$ cat config.mk
export PLATFORM = sky130hd
export DESIGN_NAME = blend_weights_1d
export DESIGN_NICKNAME = d
export VERILOG_FILES = /design/src/design/bw1d_pkg.sv /design/src/design/bw1d_div.sv /design/src/design/blend_weights_1d.sv
export SDC_FILE = /design/constraint.sdc
export NUM_CORES = 1
export LEC_CHECK = 0
export BUFFER_PORTS_ARGS = -buffer_cell sky130_fd_sc_hd__buf_2
export CAP_MARGIN = 40
export CORE_AREA = 2 2 338 240
export CTS_BUF_LIST = sky130_fd_sc_hd__clkbuf_16
export DETAILED_ROUTE_END_ITERATION = 10
export DIE_AREA = 0 0 340 242
export PLACE_DENSITY = 0.69
export SETUP_SLACK_MARGIN = 0.05
export SLEW_MARGIN = 20
export SYNTH_ARGS = -nofsm -noshare
export SYNTH_HDL_FRONTEND = slang
export SYNTH_SLANG_ARGS = --single-unit
$ cat constraint.sdc
create_clock -name clk -period 6.5 [get_ports clk]
set_input_delay 1.3 -clock clk [delete_from_list [all_inputs] [get_ports clk]]
set_output_delay 1.3 -clock clk [all_outputs]
set_load 0.02 [all_outputs]
$ cat src/design/bw1d_pkg.sv
// Package for the 1-D blend weight block: request/result structs, command,
// status and sequencer state codes, Q1.15 constants. No dependencies.
package bw1d_pkg;

  typedef enum logic [1:0] {
    CMD_CLEAR  = 2'd0,
    CMD_ADD    = 2'd1,
    CMD_REMOVE = 2'd2,
    CMD_EVAL   = 2'd3
  } bw1d_cmd_t;

  typedef enum logic [1:0] {
    STAT_OK        = 2'd0,
    STAT_FULL      = 2'd1,
    STAT_BAD_INDEX = 2'd2,
    STAT_EMPTY     = 2'd3
  } bw1d_status_t;

  typedef enum logic [2:0] {
    S_IDLE,
    S_ADD_SHIFT,
    S_RM_SHIFT,
    S_EV_LAST,
    S_EV_SCAN,
    S_EV_DIV,
    S_OUT
  } bw1d_state_t;

  typedef struct packed {
    bw1d_cmd_t          command;
    logic signed [31:0] position_or_value;
    logic [3:0]         entry_index;
  } bw1d_in_t;

  typedef struct packed {
    logic [3:0]   lower_index;
    logic [3:0]   upper_index;
    logic [15:0]  lower_weight;
    logic [15:0]  upper_weight;
    logic [4:0]   entry_count;
    bw1d_status_t status;
  } bw1d_out_t;

  localparam logic [15:0] Q15_ONE     = 16'd32768;
  localparam logic [15:0] Q15_HALF    = 16'd16384;
  // 0.0001 in Q16.16, truncated
  localparam logic [31:0] NARROW_SPAN = 32'd6;
  // quotient bits produced by the serial divider before rounding
  localparam int          FRAC_BITS   = 15;

endpackage

$ cat src/design/bw1d_div.sv
// Serial fractional divider: round(num * 2^15 / den) for num < den, one
// quotient bit per cycle over a shared compare/subtract. Uses bw1d_pkg.
module bw1d_div (
  input  logic        clk,
  input  logic        rst_n,
  input  logic        start,
  input  logic [31:0] num,
  input  logic [31:0] den,
  output logic        done,
  output logic [15:0] quot
);
  import bw1d_pkg::*;

  localparam int CNTW = $clog2(FRAC_BITS);

  logic [31:0]          rem_r, rem_nxt;
  logic [31:0]          den_r, den_nxt;
  logic [FRAC_BITS-1:0] q_r, q_nxt;
  logic [CNTW-1:0]      cnt_r, cnt_nxt;
  logic                 run_r, run_nxt;
  logic                 done_r, done_nxt;

  logic [32:0] shifted;
  logic [32:0] diff;
  logic        take;
  logic [31:0] half_up;
  logic        round_up;

  always_comb begin
    shifted  = {rem_r, 1'b0};
    diff     = shifted - {1'b0, den_r};
    take     = shifted >= {1'b0, den_r};
    half_up  = den_r - (den_r >> 1);
    round_up = rem_r >= half_up;

    rem_nxt  = rem_r;
    den_nxt  = den_r;
    q_nxt    = q_r;
    cnt_nxt  = cnt_r;
    run_nxt  = run_r;
    done_nxt = 1'b0;

    if (start) begin
      rem_nxt = num;
      den_nxt = den;
      q_nxt   = '0;
      cnt_nxt = '0;
      run_nxt = 1'b1;
    end else if (run_r) begin
      rem_nxt = take ? diff[31:0] : shifted[31:0];
      q_nxt   = {q_r[FRAC_BITS-2:0], take};
      cnt_nxt = cnt_r + CNTW'(1);
      if (cnt_r == CNTW'(FRAC_BITS - 1)) begin
        run_nxt  = 1'b0;
        done_nxt = 1'b1;
      end
    end
  end

  always_ff @(posedge clk) begin
    if (!rst_n) begin
      run_r  <= 1'b0;
      done_r <= 1'b0;
      cnt_r  <= '0;
    end else begin
      run_r  <= run_nxt;
      done_r <= done_nxt;
      cnt_r  <= cnt_nxt;
    end
  end

  always_ff @(posedge clk) begin
    rem_r <= rem_nxt;
    den_r <= den_nxt;
    q_r   <= q_nxt;
  end

  assign done = done_r;
  assign quot = 16'({1'b0, q_r}) + 16'(round_up);

endmodule

$ cat src/design/blend_weights_1d.sv
// Blend weight block: sorted breakpoint table with clear/add/remove/evaluate.
// Sequencing: clear, rejected and one-step requests go straight to the output state;
// add shifts larger entries up one by one; remove shifts later entries down; evaluate
// reads the last entry, scans the table through the single table read port, then may wait on the 15-step divider.
// One request at a time; the next is accepted the cycle after the result is registered.
// Synchronous active-low reset empties the table count; table contents stay as-is.
module blend_weights_1d #(
  parameter int MAX_ENTRIES = 16
) (
  input  logic                clk,
  input  logic                rst_n,
  input  logic                in_valid,
  output logic                in_stall,
  input  bw1d_pkg::bw1d_in_t  in_data,
  output logic                out_valid,
  input  logic                out_stall,
  output bw1d_pkg::bw1d_out_t out_data
);
  import bw1d_pkg::*;

  // table address width and count width (count must reach MAX_ENTRIES)
  localparam int IW   = $clog2(MAX_ENTRIES);
  localparam int CW   = $clog2(MAX_ENTRIES + 1);
  // compare width wide enough for the 4-bit request index and count + 2
  localparam int CMPW = (CW > 4) ? CW + 1 : 5;

  // breakpoint table: one write port, one registered read port
  logic signed [31:0] mem [MAX_ENTRIES];
  logic               mem_we;
  logic [IW-1:0]      mem_wa;
  logic signed [31:0] mem_wd;
  logic [IW-1:0]      rd_addr;
  logic signed [31:0] rdata_r;

  bw1d_state_t        state_r, state_nxt;
  logic [CW-1:0]      count_r, count_nxt;
  logic [CW-1:0]      ptr_r, ptr_nxt;
  logic signed [31:0] val_r, val_nxt;
  logic signed [31:0] prev_r, prev_nxt;
  logic               last_eq_r, last_eq_nxt;
  bw1d_out_t          res_r, res_nxt;
  logic               out_valid_r, out_valid_nxt;
  bw1d_out_t          out_data_r, out_data_nxt;

  logic [CMPW-1:0]    idx_ext;
  logic [CMPW-1:0]    cnt_ext;
  logic [32:0]        span_w;
  logic [32:0]        num_w;

  logic               div_start;
  logic               div_done;
  logic [15:0]        div_quot;

  bw1d_div u_div (
    .clk   (clk),
    .rst_n (rst_n),
    .start (div_start),
    .num   (num_w[31:0]),
    .den   (span_w[31:0]),
    .done  (div_done),
    .quot  (div_quot)
  );

  always_ff @(posedge clk) begin
    if (mem_we) begin
      mem[mem_wa] <= mem_wd;
    end
    rdata_r <= mem[rd_addr];
  end

  assign in_stall  = (state_r != S_IDLE);
  assign out_valid = out_valid_r;
  assign out_data  = out_data_r;

  always_comb begin
    idx_ext = CMPW'(in_data.entry_index);
    cnt_ext = CMPW'(count_r);
    // bracketing span and offset; both positive when an interior bracket is found
    span_w  = {rdata_r[31], rdata_r} - {prev_r[31], prev_r};
    num_w   = {val_r[31], val_r} - {prev_r[31], prev_r};

    state_nxt     = state_r;
    count_nxt     = count_r;
    ptr_nxt       = ptr_r;
    val_nxt       = val_r;
    prev_nxt      = prev_r;
    last_eq_nxt   = last_eq_r;
    res_nxt       = res_r;
    out_data_nxt  = out_data_r;
    // drop the result once the consumer takes it
    out_valid_nxt = out_valid_r && out_stall;
    mem_we        = 1'b0;
    mem_wa        = IW'(ptr_r);
    mem_wd        = val_r;
    rd_addr       = '0;
    div_start     = 1'b0;

    unique case (state_r)
      S_IDLE: begin
        if (in_valid) begin
          val_nxt = in_data.position_or_value;
          res_nxt = '0;
          res_nxt.status = STAT_OK;
          state_nxt = S_OUT;
          unique case (in_data.command)
            CMD_CLEAR: begin
              count_nxt = '0;
            end
            CMD_ADD: begin
              if (count_r == CW'(MAX_ENTRIES)) begin
                res_nxt.status = STAT_FULL;
              end else if (count_r == '0) begin
                mem_we    = 1'b1;
                mem_wa    = '0;
                mem_wd    = in_data.position_or_value;
                count_nxt = CW'(1);
              end else begin
                // walk down from the top, moving larger entries up by one
                rd_addr   = IW'(count_r - CW'(1));
                ptr_nxt   = count_r;
                state_nxt = S_ADD_SHIFT;
              end
            end
            CMD_REMOVE: begin
              if (idx_ext >= cnt_ext) begin
                res_nxt.status = STAT_BAD_INDEX;
              end else if (idx_ext + CMPW'(1) < cnt_ext) begin
                rd_addr   = IW'(idx_ext + CMPW'(1));
                ptr_nxt   = CW'(in_data.entry_index);
                state_nxt = S_RM_SHIFT;
              end else begin
                count_nxt = count_r - CW'(1);
              end
            end
            CMD_EVAL: begin
              if (count_r == '0) begin
                res_nxt.status = STAT_EMPTY;
              end else if (count_r == CW'(1)) begin
                res_nxt.lower_weight = Q15_ONE;
              end else begin
                // fetch the last entry first to catch the clamp-high case
                rd_addr   = IW'(count_r - CW'(1));
                state_nxt = S_EV_LAST;
              end
            end
            default: ;
          endcase
        end
      end

      S_ADD_SHIFT: begin
        // rdata_r holds entry ptr-1
        mem_we = 1'b1;
        mem_wa = IW'(ptr_r);
        if (ptr_r != '0 && rdata_r > val_r) begin
          mem_wd  = rdata_r;
          ptr_nxt = ptr_r - CW'(1);
          rd_addr = IW'(ptr_r - CW'(2));
        end else begin
          mem_wd    = val_r;
          count_nxt = count_r + CW'(1);
          state_nxt = S_OUT;
        end
      end

      S_RM_SHIFT: begin
        // rdata_r holds entry ptr+1; move it down
        mem_we  = 1'b1;
        mem_wa  = IW'(ptr_r);
        mem_wd  = rdata_r;
        ptr_nxt = ptr_r + CW'(1);
        rd_addr = IW'(ptr_r + CW'(2));
        if (!(CMPW'(ptr_r) + CMPW'(2) < cnt_ext)) begin
          count_nxt = count_r - CW'(1);
          state_nxt = S_OUT;
        end
      end

      S_EV_LAST: begin
        last_eq_nxt = (rdata_r == val_r);
        if (rdata_r < val_r) begin
          res_nxt.lower_index  = 4'(count_r - CW'(1));
          res_nxt.upper_index  = 4'(count_r - CW'(1));
          res_nxt.lower_weight = Q15_ONE;
          state_nxt            = S_OUT;
        end else begin
          rd_addr   = '0;
          ptr_nxt   = '0;
          state_nxt = S_EV_SCAN;
        end
      end

      S_EV_SCAN: begin
        // rdata_r holds entry ptr; the last entry is known to be at or above the value
        if (rdata_r >= val_r) begin
          state_nxt = S_OUT;
          if (ptr_r == '0) begin
            res_nxt.lower_weight = Q15_ONE;
          end else if (rdata_r == val_r) begin
            // an exact match takes that entry's index; equal to the last entry clamps to the last index
            res_nxt.lower_index  = last_eq_r ? 4'(count_r - CW'(1)) : 4'(ptr_r);
            res_nxt.upper_index  = last_eq_r ? 4'(count_r - CW'(1)) : 4'(ptr_r);
            res_nxt.lower_weight = Q15_ONE;
          end else begin
            res_nxt.lower_index = 4'(ptr_r - CW'(1));
            res_nxt.upper_index = 4'(ptr_r);
            if (span_w[31:0] <= NARROW_SPAN) begin
              res_nxt.lower_weight = Q15_HALF;
              res_nxt.upper_weight = Q15_HALF;
            end else begin
              div_start = 1'b1;
              state_nxt = S_EV_DIV;
            end
          end
        end else begin
          prev_nxt = rdata_r;
          ptr_nxt  = ptr_r + CW'(1);
          rd_addr  = IW'(ptr_r + CW'(1));
        end
      end

      S_EV_DIV: begin
        if (div_done) begin
          res_nxt.upper_weight = div_quot;
          res_nxt.lower_weight = Q15_ONE - div_quot;
          state_nxt            = S_OUT;
        end
      end

      S_OUT: begin
        // hold until the output register is free
        if (!out_valid_r || !out_stall) begin
          out_data_nxt             = res_r;
          out_data_nxt.entry_count = 5'(count_r);
          out_valid_nxt            = 1'b1;
          state_nxt                = S_IDLE;
        end
      end

      default: begin
        state_nxt = S_IDLE;
      end
    endcase
  end

  always_ff @(posedge clk) begin
    if (!rst_n) begin
      state_r     <= S_IDLE;
      count_r     <= '0;
      out_valid_r <= 1'b0;
    end else begin
      state_r     <= state_nxt;
      count_r     <= count_nxt;
      out_valid_r <= out_valid_nxt;
    end
  end

  always_ff @(posedge clk) begin
    ptr_r      <= ptr_nxt;
    val_r      <= val_nxt;
    prev_r     <= prev_nxt;
    last_eq_r  <= last_eq_nxt;
    res_r      <= res_nxt;
    out_data_r <= out_data_nxt;
  end

endmodule
# Yosys cells after proc, flatten, opt, wreduce, memory -nomap -nowiden
# Memories as Yosys holds them, arrays and structs flattened. A register that Yosys moved wholly into a read port is not among the register bits.
# Index checks and enable logic that the tools add are counted.
# word_totals
ff_bits	253
mem_bits_rw	512
n_memories	1
# memory_table
name	depth	width	read_ports	rd_ports_with_merged_regs	wr	line_no	rtl
mem	16	32	1	1	1	blend_weights_1d.sv:28	logic signed [31:0] mem [MAX_ENTRIES];
# op_classes
add_sub_neg	15
n_lt_le_gt_ge	9
n_eq_ne	35
mux	101
n_bitwise	3
n_reduce_logical	29
# ops
op	n
32-bit 2-to-1 mux	10
16-bit 2-to-1 mux	6
32-bit case mux with 3 select lines	1
32-bit subtractor	3
5-bit 2-to-1 mux	15
32-bit greater-or-equal comparator	2
16-bit case mux with 4 select lines	1
4-bit 2-to-1 mux	15
24-bit 2-to-1 mux	2
16-bit case mux with 3 select lines	1
47-bit 2-to-1 mux	1
40-bit 2-to-1 mux	1
3-bit 2-to-1 mux	12
33-bit by 32-bit greater-or-equal comparator with 1-bit output	1
32-bit equality test	1
32-bit greater-than comparator	1
32-bit by 3-bit <= comparator with 1-bit output, second input constant	1
32-bit less-than comparator	1
32-bit by 31-bit subtractor with 32-bit output	1
5-bit case mux with 3 select lines	2
5-bit case mux with 5 select lines	1
2-bit != test, second input constant	12
8-bit case mux with 3 select lines	1
3-bit case mux with 7 select lines	1
52 further kinds	99

# Longest topological paths before layout
# depth
depth_word	8
depth_mapped	38
depth_no_buf	38

# By module
# From an unflattened synthesis, not the netlist that was laid out.
# hier_totals
cells_unflattened	3388
hier_area_um2	40791.6
# by_module_without_submodules
mod	n_inst	cells_per_inst	area_per_inst_um2
blend_weights_1d	1	2523	32987.9
bw1d_div	1	865	7803.7

# Worst setup path before layout
# OpenSTA, ideal clock, no wires.
# synth_timing
path_type	reg-to-reg
startpoint	register u_div.den_r[0]
endpoint	register res_r[38] (netlist bit) (data pin)
setup_time_ps	275
arrival_ps	6056
required_ps	6225
path_slack_ps	168
stages_incl_launch_ff	39
path_buffers	0
synth_period_minus_slack_ps	6332
path_cell_list	edfxtp_1 > inv_1 > ha_1 > inv_1 > fa_1 > a21o_1 > a21oi_1 > o21ai_0 > o211ai_1 > o41ai_1 > a31oi_1 > o21a_1 > nand2b_1 > a21oi_1 > xor2_1 > ha_1 > a21o_1 > a21oi_1 > [3 not listed] > a21oi_1 > nor2b_1 > o21ai_0 > nand2_1 > a31o_2 > ha_1 > ha_1 > nand3_1 > xor2_1 > and2_1 > and3_1 > and2_1 > nand2_1 > nor3b_1 > and4_1 > nor3_1 > a21oi_1 > o221ai_1
# synth_lines
element	line_no	rtl
start, declared	bw1d_div.sv:17	logic [31:0] den_r, den_nxt;
start signal, assigned	bw1d_div.sv:74	den_r <= den_nxt;
end signal, assigned	blend_weights_1d.sv:263	res_r <= res_nxt;
end, declared	blend_weights_1d.sv:41	bw1d_out_t res_r, res_nxt;

==> qor.yml <==
tightestPinTransition_ps: 825
dieHeight_um: 242
fmax_ghz: 0.160
drcViolationCount: 0
final_common_cell: "edfxtp_1"
ctsHtreeMaxLevel: 3
ys_types: 81
synth_edf_count: 735
syn_area_um2: 39900
synth_top_area_share: 0.553
power.density_nw_per_um2: 579
drive_above_1_share: 0.108
syn-num-nets: 3848
regArea_um2: 23300
grt-ovfl-total: 0
rows: 87
finalSetupViolCount: 0
status: "finished clean"
initial_core_util: 0.503
setup_ws_ps: 267
fin_area_um2: 45300
finalSetupTns_ps: 0
cellLeakagePower_nw: 17.3
ys_seq_elements: 797
fin_skew_ps: 33.1
hold_viol: 0
nNetsFinal: 3986
clock-root-buffer: "clkbuf_16"
syn2layout_area_growth_pct: 13.4
clock_path_buffers: 3
syn_area_per_cell_um2: 11.1
yosysTopAreaCell: "edfxtp_1"
max_slew_margin: 0.436
fin_util: 0.570
final_cell_mix: "edfxtp_1 (735), nand2_1 (640), nand3_1 (262)"
ys.flop_type: "edfxtp_1"
nFillCells: 6479
ys_warn_count: 0
reg2reg_from: "u_div.den_r[1]"
r2r_slack_ps: 270
finalMaxSlewViolations: 0
drt.antenna.violating_nets: 0
gp_congestion: 0.909
multi_input_area_um2: 15600
finalNonFillerCells: 4852
grt_pass1_wl_mm: 159
dpl.cell_count: 4702
syn_inst: 3582
vias: 28700
critPathMaxStageDelay_ps: 470
numClockSinks: 797
post-route-period-util: 0.959
rsz0062_at_grt: "yes"
io_buffers: 90
cp.required_ps: 6880
yosys-top-cells-area: "edfxtp_1 (55%), ha_1 (6.9%), nand2_1 (6.0%), nand3_1 (3.3%), dfxtp_1 (3.1%)"
worstPathArrival_ps: 6610
die_x_um: 340
die_area_um2: 82300
worstHoldStart: "res_r[24]"
first_pass_iters: 6
clock_latency_ps: 650
drt_wl_total_mm: 103
ir_worst_vdd_mv: 0.338
cp-start-kind: "flip-flop"
cpMaxStageDelayCell: "edfxtp_1"
antenna_found_initial: 3
io_pins: 91
criticalPathCategory: "flip-flop to flip-flop"
cts_tree: "done"
seq_area_frac_synth: 0.584
place_area_um2: 42500
core_um2: 79400
post_drt_wl_per_cell_um: 21.3
grt_max_degree: 76
cp_max_fo: 5
antenna_cells: 0
hold_path_class: "flip-flop to flip-flop"
min_period_ps: 6230
via_per_inst: 5.92
grt_usage: 0.248
dpl_worst_slack_ps: -82.1
synthArstFlopShare: 0
grt_pass1_vias: 26900
cp-end-kind: "flip-flop"
numCtsBuffers: 77
max_cap_violations: 0
path_clk_slew_ps: 60
drtIter0Drc: 3327
hpwl_mm: 70.4
startpoint: "u_div.den_r[1]"
-- routing by layer --
metal  routed length, µm  up-vias  track usage
li1                    -    13400            -
met4                1700        0       0.0519
met5                   0        -            0
met2               43400     1240        0.356
met1               47100    13900        0.382
met3               11000      146       0.0591
-- cells in the mapped netlist, drive strengths merged (21+ instances only) --
master,n
a211oi,47
a21o,64
mux2i,53
nand2,641
a21oi,179
o21a,21
nand3,263
dfxtp,62
and3,29
o21ai,141
a222oi,31
buf,41
clkbuf,106
nor3,49
inv,201
ha,220
xnor2,78
xor2,65
nor2,179
nand2b,24
nand4,54
edfxtp,735
nor2b,25
-- worst max-delay path: cells and delay by family (launching register included) --
kind | cells | cell delay [ps]
flip-flops | 1 | 470
adder cells (fa/ha/maj) | 4 | 880
buffers and inverters | 2 | 240
AND/OR/NAND/NOR | 11 | 1460
AO/OA/AOI/OAI | 16 | 2510
XOR/XNOR | 2 | 430
-- state kept, by name, summed over array words and instances (netlist names) --
register and flops:
u_div.done 1, out_data 47, u_div.run_r 1, mem 512, u_div.den_r 32, prev_r 32
res_r 42, state_r 3, rdata_r 32, u_div.q_r 15, val_r 32, out_valid 1
u_div.cnt_r 4, last_eq_r 1, ptr_r 5, count_r 5, u_div.rem_r 32
-- where the power goes --
part	internal (W)	total (W)	switching [W]	leakage (nW)
combinational	0.00507	0.0134	0.00834	8.78
clock	0.00252	0.00452	0.00200	1.29
sequential	0.00758	0.00827	0.000691	7.23
-- cells by family after synthesis --
| group | Yosys count | share of synthesized area |
|---|---|---|
| buf+inv | 348 | 0.0339 |
| xor+xnor | 143 | 0.0314 |
| mux | 71 | 0.0196 |
| compound gates | 665 | 0.110 |
| flops | 797 | 0.584 |
| simple gates | 1334 | 0.150 |
| fa+ha+maj | 224 | 0.0710 |
-- final cells by class --
class	count	area share
Tap cell	1068	0.0295
Clock inverter	64	0.0122
Multi-Input combinational cell	2437	0.345
Clock buffer	79	0.0437
Timing Repair Buffer	206	0.0380
Inverter	201	0.0167
Sequential cell	797	0.515
-- timing repair --
item	4_1_cts	5_1_grt
hold buffers	0	0
pin swaps	4	19
setup endpoints to repair	1	8
setup buffers	0	4
gates resized for setup	4	30
-- metrics by stage --
stage               hold slack (ps)  total power, W
CTS                             419          0.0260
global route                    423          0.0280
floorplan                       400          0.0172
finish                          421          0.0262
global placement                403          0.0211
detailed placement              405          0.0214
-- path summary, 6_finish.rpt --
kind,cells past startpoint,end
hold / removal,0,out_data[24]
setup / recovery,35,res_r[38]
setup reg to reg,35,res_r[38]
hold reg to reg,0,out_data[24]
(Power assumes the default switching activity.)
